## config.mk

```make
export PLATFORM = sky130hd
export DESIGN_NAME = register_last_use_scanner
export DESIGN_NICKNAME = d
export VERILOG_FILES = /design/src/hw/rtl/rlus_pkg.sv /design/src/hw/rtl/rlus_decode.sv /design/src/hw/rtl/register_last_use_scanner.sv
export SDC_FILE = /design/constraint.sdc
export NUM_CORES = 1
export LEC_CHECK = 0
export ABC_CLOCK_PERIOD_IN_PS = 14250
export BUFFER_PORTS_ARGS = -buffer_cell sky130_fd_sc_hd__buf_4
export CAP_MARGIN = 20
export CORE_MARGIN = 2
export CORE_UTILIZATION = 56
export CTS_BUF_LIST = sky130_fd_sc_hd__clkbuf_4 sky130_fd_sc_hd__clkbuf_8
export DETAILED_ROUTE_END_ITERATION = 10
export PLACE_DENSITY = 0.71
export RECOVER_POWER = 25
export SETUP_SLACK_MARGIN = 0.15
export SLEW_MARGIN = 15
export SYNTH_ARGS = -nofsm -noshare
export SYNTH_HDL_FRONTEND = slang
export SYNTH_SLANG_ARGS = --single-unit
```

## constraint.sdc

```tcl
create_clock -name i_clk -period 14.25 [get_ports i_clk]
set_input_delay 3.5625 -clock i_clk [delete_from_list [all_inputs] [get_ports i_clk]]
set_output_delay 3.5625 -clock i_clk [all_outputs]
set_load 0.01 [all_outputs]
```

## src/hw/rtl/rlus_pkg.sv

```systemverilog
`timescale 1ns / 1ps

package rlus_pkg;

    // Table layout: one row per architectural register, plus HI/LO-style
    // trailing entries that decode never writes.
    localparam int TABLE_ENTRIES = 34;
    localparam int NUM_REGS      = 32;
    localparam int REG_W         = 5;
    localparam int IDX_W         = 6;
    localparam int INSTR_W       = 32;
    localparam int PC_W          = 32;

    localparam logic [IDX_W-1:0] LAST_IDX   = IDX_W'(TABLE_ENTRIES - 1);
    localparam logic [PC_W-1:0]  UNUSED_PC  = {PC_W{1'b1}};

    typedef enum logic [1:0] {
        KIND_PLAIN,
        KIND_CONTROL,
        KIND_UNKNOWN
    } t_kind;

    // Register fields named by an instruction, and how it affects the block.
    typedef struct packed {
        logic  use_rd;
        logic  use_rt;
        logic  use_rs;
        t_kind kind;
    } t_dec;

endpackage

```

## src/hw/rtl/rlus_decode.sv

```systemverilog
`timescale 1ns / 1ps

module rlus_decode (
    input  logic [rlus_pkg::INSTR_W-1:0] i_instr,
    input  logic                         i_slot,
    output rlus_pkg::t_dec               o_dec
);
    import rlus_pkg::*;

    localparam logic [5:0] OP_SPECIAL = 6'd0;
    localparam logic [5:0] OP_REGIMM  = 6'd1;
    localparam logic [5:0] OP_J       = 6'd2;
    localparam logic [5:0] OP_JAL     = 6'd3;
    localparam logic [5:0] OP_BEQ     = 6'd4;
    localparam logic [5:0] OP_BGTZ    = 6'd7;
    localparam logic [5:0] OP_ADDI    = 6'd8;
    localparam logic [5:0] OP_XORI    = 6'd14;
    localparam logic [5:0] OP_LUI     = 6'd15;
    localparam logic [5:0] OP_COP0    = 6'd16;
    localparam logic [5:0] OP_COP1    = 6'd17;
    localparam logic [5:0] OP_BEQL    = 6'd20;
    localparam logic [5:0] OP_BGTZL   = 6'd23;
    localparam logic [5:0] OP_LB      = 6'd32;
    localparam logic [5:0] OP_LWC1    = 6'd49;
    localparam logic [5:0] OP_LLD     = 6'd52;

    localparam logic [5:0] FN_SLL     = 6'd0;
    localparam logic [5:0] FN_SRL     = 6'd2;
    localparam logic [5:0] FN_SRA     = 6'd3;
    localparam logic [5:0] FN_SLLV    = 6'd4;
    localparam logic [5:0] FN_SRLV    = 6'd6;
    localparam logic [5:0] FN_SRAV    = 6'd7;
    localparam logic [5:0] FN_JR      = 6'd8;
    localparam logic [5:0] FN_JALR    = 6'd9;
    localparam logic [5:0] FN_MFLO    = 6'd18;
    localparam logic [5:0] FN_MULTU   = 6'd25;
    localparam logic [5:0] FN_DIV     = 6'd26;
    localparam logic [5:0] FN_DMULTU  = 6'd29;
    localparam logic [5:0] FN_DDIVU   = 6'd31;
    localparam logic [5:0] FN_ALU2_LO = 6'd40;
    localparam logic [5:0] FN_ALU2_HI = 6'd47;
    localparam logic [5:0] FN_NOP_A   = 6'd1;
    localparam logic [5:0] FN_NOP_B   = 6'd5;
    localparam logic [5:0] FN_NOP_C   = 6'd10;
    localparam logic [5:0] FN_NOP_D   = 6'd11;

    localparam logic [REG_W-1:0] RS_ERET = 5'd16;
    localparam logic [5:0]       FN_ERET = 6'd24;

    logic [5:0]       op;
    logic [5:0]       fn;
    logic [REG_W-1:0] rs;

    assign op = i_instr[31:26];
    assign fn = i_instr[5:0];
    assign rs = i_instr[25:21];

    always_comb begin
        o_dec = '{use_rd: 1'b0, use_rt: 1'b0, use_rs: 1'b0, kind: KIND_PLAIN};
        priority if ((op >= OP_BEQ && op <= OP_BGTZ) || (op >= OP_BEQL && op <= OP_BGTZL)
                     || op == OP_REGIMM) begin
            o_dec.use_rs = !i_slot;
            o_dec.use_rt = !i_slot;
            o_dec.kind   = KIND_CONTROL;
        end else if (op == OP_J || op == OP_JAL) begin
            o_dec.kind = KIND_CONTROL;
        end else if (op == OP_LUI) begin
            o_dec.use_rt = 1'b1;
        end else if ((op >= OP_LB && op <= OP_LWC1) || op >= OP_LLD
                     || (op >= OP_ADDI && op <= OP_XORI)) begin
            o_dec.use_rs = 1'b1;
            o_dec.use_rt = 1'b1;
        end else if (op == OP_COP1) begin
            o_dec.kind = KIND_PLAIN;
        end else if (op == OP_COP0) begin
            // eret ends the block like an unknown word
            if (rs == RS_ERET && fn == FN_ERET) begin
                o_dec.kind = KIND_UNKNOWN;
            end
        end else if (op != OP_SPECIAL) begin
            o_dec.kind = KIND_UNKNOWN;
        end else if ((fn >= FN_ALU2_LO && fn <= FN_ALU2_HI) || fn == FN_SLLV
                     || fn == FN_SRLV || fn == FN_SRAV) begin
            o_dec.use_rd = 1'b1;
            o_dec.use_rt = 1'b1;
            o_dec.use_rs = 1'b1;
        end else if (fn == FN_SLL || fn == FN_SRL || fn == FN_SRA) begin
            // the all-zero word is a nop and names nothing
            o_dec.use_rt = (i_instr != '0);
            o_dec.use_rd = (i_instr != '0);
        end else if (fn == FN_MULTU || fn == FN_DIV || fn == FN_DMULTU
                     || fn == FN_DDIVU) begin
            o_dec.use_rt = 1'b1;
            o_dec.use_rs = 1'b1;
        end else if (fn == FN_MFLO) begin
            o_dec.use_rd = 1'b1;
            o_dec.use_rs = 1'b1;
        end else if (fn == FN_NOP_A || fn == FN_NOP_B || fn == FN_NOP_C
                     || fn == FN_NOP_D) begin
            o_dec.kind = KIND_PLAIN;
        end else if (fn == FN_JR || fn == FN_JALR) begin
            o_dec.use_rs = !i_slot;
            o_dec.kind   = KIND_CONTROL;
        end else begin
            o_dec.kind = KIND_UNKNOWN;
        end
    end

endmodule

```

## src/hw/rtl/register_last_use_scanner.sv

```systemverilog
// An instruction that does not end its block is absorbed one register write at a time
// (one write per register it names, through the single table write port).
// A block-ending beat starts a dump: one result per cycle for all 34 entries, the first
// behind S_DUMP and the read register; busy stays high until the last entry is read.
// Reset (synchronous, active low) marks every entry unused and leaves the delay slot.
// Results cannot be stalled: each one is on the ports for exactly one cycle.
`timescale 1ns / 1ps

module register_last_use_scanner (
    input  logic                         i_clk,
    input  logic                         i_rst_n,
    input  logic                         start,
    output logic                         busy,
    input  logic [rlus_pkg::INSTR_W-1:0] i_instr,
    input  logic [rlus_pkg::PC_W-1:0]    i_pc,
    input  logic                         i_fetch_fault,
    output logic                         o_strobe,
    output logic [rlus_pkg::IDX_W-1:0]   o_reg_index,
    output logic [rlus_pkg::PC_W-1:0]    o_last_use_pc,
    output logic                         o_last_entry
);
    import rlus_pkg::*;

    typedef enum logic [1:0] {
        S_IDLE,
        S_MARK,
        S_DUMP
    } t_state;

    // Mark order within one instruction: rd, rt, rs. All writes carry the
    // same data, the beat's PC, so the order never shows in the table.
    typedef struct packed {
        logic rd;
        logic rt;
        logic rs;
    } t_mask;

    // Last-use table: one row per register, written once per named register.
    logic [PC_W-1:0] mem [NUM_REGS];

    // Row valid bits stand in for the all-ones reset value, so a block end
    // or a reset clears the whole table at once.
    logic [NUM_REGS-1:0] r_valid;

    t_state           r_state;
    logic             r_in_slot;
    logic             r_end;
    t_mask            r_mask;
    logic [PC_W-1:0]  r_pc;
    logic [REG_W-1:0] r_rs;
    logic [REG_W-1:0] r_rt;
    logic [REG_W-1:0] r_rd;
    logic [IDX_W-1:0] r_idx;

    // Dump read stage: registered memory data arrives in the cycle after the address.
    logic             r_rd_vld;
    logic [IDX_W-1:0] r_rd_idx;
    logic             r_rd_last;
    logic             r_rd_hit;
    logic [PC_W-1:0]  r_rd_data;

    t_dec             dec;
    logic             accept;
    t_mask            acc_mask;
    logic             acc_end;
    logic             acc_clear;
    logic             acc_slot;
    t_mask            cur_mask;
    t_mask            n_mask;
    logic [REG_W-1:0] cur_rs;
    logic [REG_W-1:0] cur_rt;
    logic [REG_W-1:0] cur_rd;
    logic             w_en;
    logic [REG_W-1:0] w_addr;
    logic [PC_W-1:0]  w_data;

    rlus_decode u_decode (
        .i_instr (i_instr),
        .i_slot  (r_in_slot),
        .o_dec   (dec)
    );

    assign accept = start && (r_state == S_IDLE);

    // A fault names nothing and throws the table away, slot or not.
    assign acc_mask  = i_fetch_fault ? t_mask'('0)
                                     : t_mask'{rd: dec.use_rd, rt: dec.use_rt, rs: dec.use_rs};
    // Any beat in a delay slot ends the block; unknown words end it at once.
    assign acc_end   = i_fetch_fault || r_in_slot || (dec.kind == KIND_UNKNOWN);
    // Outside a slot an unknown word drops the whole table before the dump.
    assign acc_clear = i_fetch_fault || (!r_in_slot && dec.kind == KIND_UNKNOWN);
    assign acc_slot  = !i_fetch_fault && !r_in_slot && (dec.kind == KIND_CONTROL);

    // The first register write goes out in the accept cycle itself; the rest
    // follow from the saved fields in S_MARK.
    always_comb begin
        if (r_state == S_IDLE) begin
            cur_mask = acc_mask;
            cur_rs   = i_instr[25:21];
            cur_rt   = i_instr[20:16];
            cur_rd   = i_instr[15:11];
            w_data   = i_pc;
        end else begin
            cur_mask = r_mask;
            cur_rs   = r_rs;
            cur_rt   = r_rt;
            cur_rd   = r_rd;
            w_data   = r_pc;
        end

        n_mask = cur_mask;
        priority if (cur_mask.rd) begin
            w_addr    = cur_rd;
            n_mask.rd = 1'b0;
        end else if (cur_mask.rt) begin
            w_addr    = cur_rt;
            n_mask.rt = 1'b0;
        end else begin
            w_addr    = cur_rs;
            n_mask.rs = 1'b0;
        end

        w_en = (accept || r_state == S_MARK) && (cur_mask != '0);
    end

    always_ff @(posedge i_clk) begin
        if (w_en) begin
            mem[w_addr] <= w_data;
        end
        r_rd_data <= mem[r_idx[REG_W-1:0]];
    end

    // Sequencer: idle/accept, remaining register writes, table dump.
    always_ff @(posedge i_clk) begin
        if (!i_rst_n) begin
            r_state   <= S_IDLE;
            r_in_slot <= 1'b0;
            r_end     <= 1'b0;
            r_valid   <= '0;
            r_idx     <= '0;
            r_rd_vld  <= 1'b0;
        end else begin
            r_rd_vld <= (r_state == S_DUMP);
            if (w_en) begin
                r_valid[w_addr] <= 1'b1;
            end
            unique case (r_state)
                S_IDLE: begin
                    r_idx <= '0;
                    if (accept) begin
                        if (acc_clear) begin
                            r_valid <= '0;
                        end
                        if (acc_slot) begin
                            r_in_slot <= 1'b1;
                        end
                        r_end <= acc_end;
                        if (n_mask != '0) begin
                            r_state <= S_MARK;
                        end else if (acc_end) begin
                            r_state <= S_DUMP;
                        end
                    end
                end
                S_MARK: begin
                    r_idx <= '0;
                    if (n_mask == '0) begin
                        r_state <= r_end ? S_DUMP : S_IDLE;
                    end
                end
                S_DUMP: begin
                    if (r_idx == LAST_IDX) begin
                        // last row read this edge: drop the table, leave the slot
                        r_state   <= S_IDLE;
                        r_valid   <= '0;
                        r_in_slot <= 1'b0;
                    end else begin
                        r_idx <= r_idx + 1'b1;
                    end
                end
                default: begin
                    r_state <= S_IDLE;
                end
            endcase
        end
    end

    // Payload capture; no reset needed, the state gates every use.
    always_ff @(posedge i_clk) begin
        r_mask    <= n_mask;
        r_rd_idx  <= r_idx;
        r_rd_last <= (r_idx == LAST_IDX);
        // rows past the register file are never written and dump as unused
        r_rd_hit  <= (r_idx < IDX_W'(NUM_REGS)) && r_valid[r_idx[REG_W-1:0]];
        if (accept) begin
            r_pc <= i_pc;
            r_rs <= i_instr[25:21];
            r_rt <= i_instr[20:16];
            r_rd <= i_instr[15:11];
        end
    end

    assign busy          = (r_state != S_IDLE);
    assign o_strobe      = r_rd_vld;
    assign o_reg_index   = r_rd_idx;
    assign o_last_use_pc = r_rd_hit ? r_rd_data : UNUSED_PC;
    assign o_last_entry  = r_rd_last;

endmodule

```

* After elaboration in Yosys (flattened, before gate mapping) *
Memories as Yosys holds them, arrays and structs flattened. A register that Yosys moved wholly into a read port is not among the register bits.
Cells that the tools add are included.

storage, ports and cells
  register bits = 100
  bits in writable memories = 1024
  word-level logic and storage cells = 198
  memories kept = 1

operators by class
  add/subtract/negate cells = 1
  $lt $le $gt $ge = 15
  eq/ne operators = 35
  multiplexer cells = 79
  bitwise gates (word level) = 1
  reduce and logical (&&, ||, !) cells = 51

memories
  name  depth  bits a word  rd ports  clocked after Yosys merged registers in  wr ports  RTL line                         source
  mem   32     32           1         1                                        1         register_last_use_scanner.sv:39  logic [PC_W-1:0] mem [NUM_REGS];

operators by type and width
  cell                                                        number
  2-to-1 mux 32 bit                                           6
  one-hot mux 32 bit (2 select lines)                         1
  2-to-1 mux 3 bit                                            21
  equality test 6 x 5 -> 1 bit, second input constant         8
  2-to-1 mux 2 bit                                            20
  bitwise OR 32 bit                                           1
  nonzero test 32 bit                                         1
  equality test 6 x 4 -> 1 bit, second input constant         5
  2-to-1 mux 5 bit                                            5
  equality test 6 x 2 -> 1 bit, second input constant         4
  equality test 6 x 3 -> 1 bit, second input constant         4
  logical OR 1 bit                                            21
  2-to-1 mux 1 bit                                            19
  >= comparator 6 bit, second input constant                  3
  logical AND 1 bit                                           13
  equality test 6 x 1 -> 1 bit, second input constant         2
  <= comparator 6 bit, second input constant                  2
  less-than comparator 5 x 6 -> 1 bit, second input constant  2
  one-hot mux 6 bit (2 select lines)                          1
  AND reduction 4 bit                                         2
  adder 6 x 1 -> 6 bit, second input constant                 1
  equality test 6 bit, second input constant                  1
  >= comparator 6 x 3 -> 1 bit, second input constant         1
  >= comparator 6 x 4 -> 1 bit, second input constant         1
  other kinds (27)                                            37

* Longest topological paths before layout *
  depth after elaboration = 41
  mapped depth = 11

* By module *
A second synthesis with hierarchy kept.

unflattened totals
  cell total of the unflattened synthesis = 2005
  area, all modules = 44291.2 sq um

by module, submodules not included
  module                     instances  cells each  area each (sq um)
  register_last_use_scanner  1          1927        43742.0
  rlus_decode                1          78          549.3

* Worst setup path after synthesis *
Ideal clock, no wire load.

  path type = input to register
  from = in i_instr[30] in the netlist's numbering
  to = mem mem[25][10] (enable)
  setup time = 0.423 ns
  arrival = 6.599 ns
  data required time = 13.827 ns
  slack = 7.228 ns
  cell stages on the path = 9
  buffers on the path = 1
  cells stage by stage = buf_2 nor3b_2 o21ai_1 o221ai_1 o22ai_2 or3_1 o211ai_1 o211ai_2 nor2_1

between the ends
  word-level cells in the longest chain between the ends = 20

ends and longest elaborated chain
  element                                               RTL line                              source
  start: declaration                                    register_last_use_scanner.sv:14       input logic [rlus_pkg::INSTR_W-1:0] i_instr,
  nonzero test 32 bit                                   rlus_decode.sv:89, rlus_decode.sv:90
  2-to-1 mux 2 bit                                      rlus_decode.sv:87                     end else if (fn == FN_SLL || fn == FN_SRL || fn == FN_SRA) begin
  2-to-1 mux 3 bit                                      rlus_decode.sv:82                     end else if ((fn >= FN_ALU2_LO && fn <= FN_ALU2_HI) || fn == FN_SLLV
  2-to-1 mux 3 bit                                      rlus_decode.sv:80                     end else if (op != OP_SPECIAL) begin
  2-to-1 mux 3 bit                                      rlus_decode.sv:75                     end else if (op == OP_COP0) begin
  2-to-1 mux 3 bit                                      rlus_decode.sv:73                     end else if (op == OP_COP1) begin
  2-to-1 mux 3 bit                                      rlus_decode.sv:69                     end else if ((op >= OP_LB && op <= OP_LWC1) || op >= OP_LLD
  2-to-1 mux 3 bit                                      rlus_decode.sv:67                     end else if (op == OP_LUI) begin
  [4 not listed]                                        n/a
  2-to-1 mux 3 bit                                      rlus_decode.sv:65                     end else if (op == OP_J || op == OP_JAL) begin
  2-to-1 mux 4 bit or 2-to-1 mux 1 bit (tied branches)  rlus_decode.sv:60                     priority if ((op >= OP_BEQ && op <= OP_BGTZ) || (op >= OP_BEQL && op <= OP_BGTZL)
  2-to-1 mux 3 bit *                                    register_last_use_scanner.sv:86       assign acc_mask = i_fetch_fault ? t_mask'('0)
  2-to-1 mux 3 bit *                                    register_last_use_scanner.sv:97       if (r_state == S_IDLE) begin
  nonzero test 3 bit                                    register_last_use_scanner.sv:123      w_en = (accept || r_state == S_MARK) && (cur_mask != '0);
  logical AND 1 bit                                     register_last_use_scanner.sv:123
  2-to-1 mux 1 bit                                      register_last_use_scanner.sv:127      if (w_en) begin
  2-to-1 mux 1 bit (not written as such)                register_last_use_scanner.sv:128      mem[w_addr] <= w_data;
  end: declaration                                      register_last_use_scanner.sv:39

Every way passes the cells marked *; elsewhere a longest branch is shown, timed or not. The select of a mux whose other input is x is not followed.

* Worst setup path in the final report *
  from = in i_instr[26] in the netlist's numbering
  to = mem mem[10][29] (enable)

The elaborated chain is that of the path after synthesis.

==> summary.txt <==
Route
  • Antenna Nets Post-Route: 0
  • Routed WL: 97.3 mm
  • WL per Instance: around 28 µm
  • Number of detailed-route iterations in the first pass: 5
  • DR DRC count: 0
  • Vias: between 20000 and 25000
  • Drt initial violations: 2625
  • Avg Vias per Cell: between 6 and 7

Synth
  • Top FF cell, synth: edfxtp_1
  • Syn_nets: approximately 2100
  • Synth top area share: 72.4%
  • Syn Area/Cell: between 20 and 25 µm²
  • Cells after synthesis: 2020
  • Post-synth EDFFs: around 1100
  • Fraction of registers with async set/reset: 0%
  • Seq cells post-synth: roughly 1200
  • Leading area contributor after synthesis: edfxtp_1
  • Synth cell types: between 70 and 80
  • Synth area leaders: edfxtp_1, mux4_2, dfxtp_1
  • Seq/Total Area, Yosys: roughly 76%
  • Yosys Warn Count: 0
  • Mapped Area: 44200 µm²

Die
  • Cell row count: 103
  • Total die area: about 80000 µm²
  • Chip Width: ~290 µm
  • Die H: 285 µm
  • Initial Util: between 50% and 60%
  • Core area: 78600 µm²
  • I/O pin cnt: around 110

Setup path
  • CP Data Required Time: 14730 ps
  • Arrival time worst endpoint: 7350 ps
  • Crit path kind: in2reg
  • FF-to-FF path depth: 5
  • Crit start category: primary input
  • Reg2reg start: r_idx[0]$_SDFFE_PN0P_
  • Reg-to-reg setup timing slack: about 8500 ps
  • Worst R2R End: r_rd_data[10]$_DFF_P_
  • Maximum fanout along the worst path: 18
  • Crit. End Element: register

Placement
  • IO buf count: roughly 110
  • GP Congestion: around 0.83
  • Final HPWL DP: 53.2 mm
  • Placed Cells: about 3100

Pwr
  • Pwr Density: 138 nW/µm²
  • Peak VDD IR: between 0.00009 and 0.0001 V
  • Leak: around 16 nW

Clocking
  • # hold bufs at CTS: 0
  • Worst-path clk slew: ~60 ps
  • Postcts setup bufs: 0
  • Num CTS Buffers: ~180
  • H-tree levels: 4
  • Clk root buf: clkbuf_8
  • CTS tree: yes
  • Post_cts resized: 0
  • Clock latency at the later pin of the worst-skew pair: approximately 830 ps
  • CTS Sinks: 1151
  • Clk buf depth: 3

STA
  • Fin Clk Skew: 36.5 ps
  • Final Max Tran Viols: 243
  • Worst Tran Pin Value: roughly 3700 ps
  • Fin. Hold Viols: 0
  • Minimum clock period: just under 7000 ps
  • Relative slew slack: -145%
  • Final setup viols: 0
  • RSZ-0062 raised after global routing: no
  • Crit share post-route: 48.2%
  • Fmax achieved: ~0.15 GHz
  • Setup_tns: 0 ps

Global route
  • First-pass GRT wire length: roughly 140 mm
  • Largest net degree at the start of global routing: between 100 and 150
  • Total global routing overflow: 0
  • GRT Total Usage: ~25%
  • GR Layer Usage met1: a little over a third
  • Vias in the first global route: approximately 22000
  • Antenna violations before repair: 3
  • Met3 usage: under 10%
  • Most Used Layer, Global Route: met2
  • Met2 Usage GRT: 38.0%

Layout
  • Total Nets Final: ~2300
  • Footprint of the multi-input gates: 10200 µm²
  • Most frequent cells in the layout: edfxtp_1, mux4_2, clkbuf_8
  • Commonest non-fill, non-tap cell in the layout: edfxtp_1
  • Storage cell area: 33700 µm²
  • Final std cells w/o fill: 3462
  • Share of cells above drive strength 1: between 30% and 40%
  • Area Growth Syn to Fin: 13.4%
  • Fill cells: 5282

Worst hold path
  • Hold Path Sink: r_valid[11]$_SDFF_PN0_
  • Hold_sp: r_valid[11]$_SDFF_PN0_
  • Hold-critical path depth: 1
  • Worst Hold Class: reg2reg

Status
  • Failing checks: max-capacitance violations, max-slew violations
  • Outcome: finished with violations

Flow run
  • # Max-Cap Violations: 6
cell type report:
cell class | instances | area share [%]
diodes | 1 | 0.00499
well taps | 1050 | 2.62
flip-flops and latches | 1151 | 67.3
repair buffers | 166 | 2.42
multi-input cells | 753 | 20.4
clock buffers | 248 | 6.10
clock inverters | 82 | 1.09
inverters | 11 | 0.0923
critical path, stage by stage:
cell and delay (ps):
buf_4 130, nor4_2 460, nand3_1 220, a31oi_1 740, nor2_1 300, a31oi_1 300
o211ai_2 440, nor2_4 750, buf_4 420
layer usage:
| metal | up-vias | wire, µm |
|---|---|---|
| met5 | - | 0 |
| met4 | 0 | 1530 |
| met3 | 118 | 8580 |
| met2 | 1035 | 46700 |
| met1 | 11463 | 40500 |
| li1 | 8935 | - |
how the worst max path moves through the flow:
stage / from / end / slack (ps)
after floorplan: i_instr[30] / mem[25][10]$_DFFE_PP_ / 7230
after global placement: i_instr[26] / mem[14][6]$_DFFE_PP_ / 6640
after detailed placement: i_instr[26] / mem[0][4]$_DFFE_PP_ / 6560
after CTS: i_instr[26] / mem[0][0]$_DFFE_PP_ / 7430
after global routing: i_instr[26] / mem[10][7]$_DFFE_PP_ / 7090
final: i_instr[26] / mem[10][29]$_DFFE_PP_ / 7380
flip-flops by register name (all words and copies together), names as in the netlist, 2 cells and up:
signal	count
r_rs	5
r_mask	2
r_idx	6
r_state	2
r_rd_data	32
o_reg_index	6
r_valid	32
r_pc	32
mem	1024
r_rt	5
cells in the mapped netlist (8+ instances only):
master and count:
dfxtp_1 85, nand2_1 114, clkbuf_1 64, mux4_2 330
mux2_2 33, nor3_1 10, nand2b_1 36, edfxtp_1 1066
a21oi_1 14, o21a_1 33, nor2_1 57, buf_1 30
nand3_1 14, nor2_2 8, inv_1 10
cells by family (layout without fill, tap and decap cells):
family | after synthesis | after routing | share of synthesized area, %
muxes | 366 | 366 | 17.7
AOI/OAI and AO/OA | 99 | 99 | 1.67
adders and majority gates | 2 | 2 | 0.0566
xor gates and xnor gates | 5 | 5 | 0.0990
and+or+nand+nor | 281 | 281 | 3.10
DFF | 1151 | 1151 | 76.2
other | 0 | 1 | 0
buffers and inverters | 116 | 507 | 1.13
where the power goes:
part           total [mW]  switching (mW)  leakage [nW]  internal, mW
registers            3.83          0.0132          10.3          3.81
clock network        2.73            1.26          1.90          1.47
logic               0.365           0.252          3.35         0.113
total                6.92            1.52          15.6          5.40
metrics by stage:
stage          hold slack [ps]  util (%)  instance area (µm²)  setup slack (ps)  power, mW
3_3_place_gp               441      59.1                46400              6640       4.24
4_1_cts                    461      63.8                50200              7430       6.96
2_1_floorplan              329         -                44200              7230       4.11
6_report                   462      63.8                50100              7380       6.92
5_1_grt                    483      63.8                50100              7090       7.14
3_5_place_dp               450      59.2                46600              6560       4.26
Power figures use the tool's default switching activity.
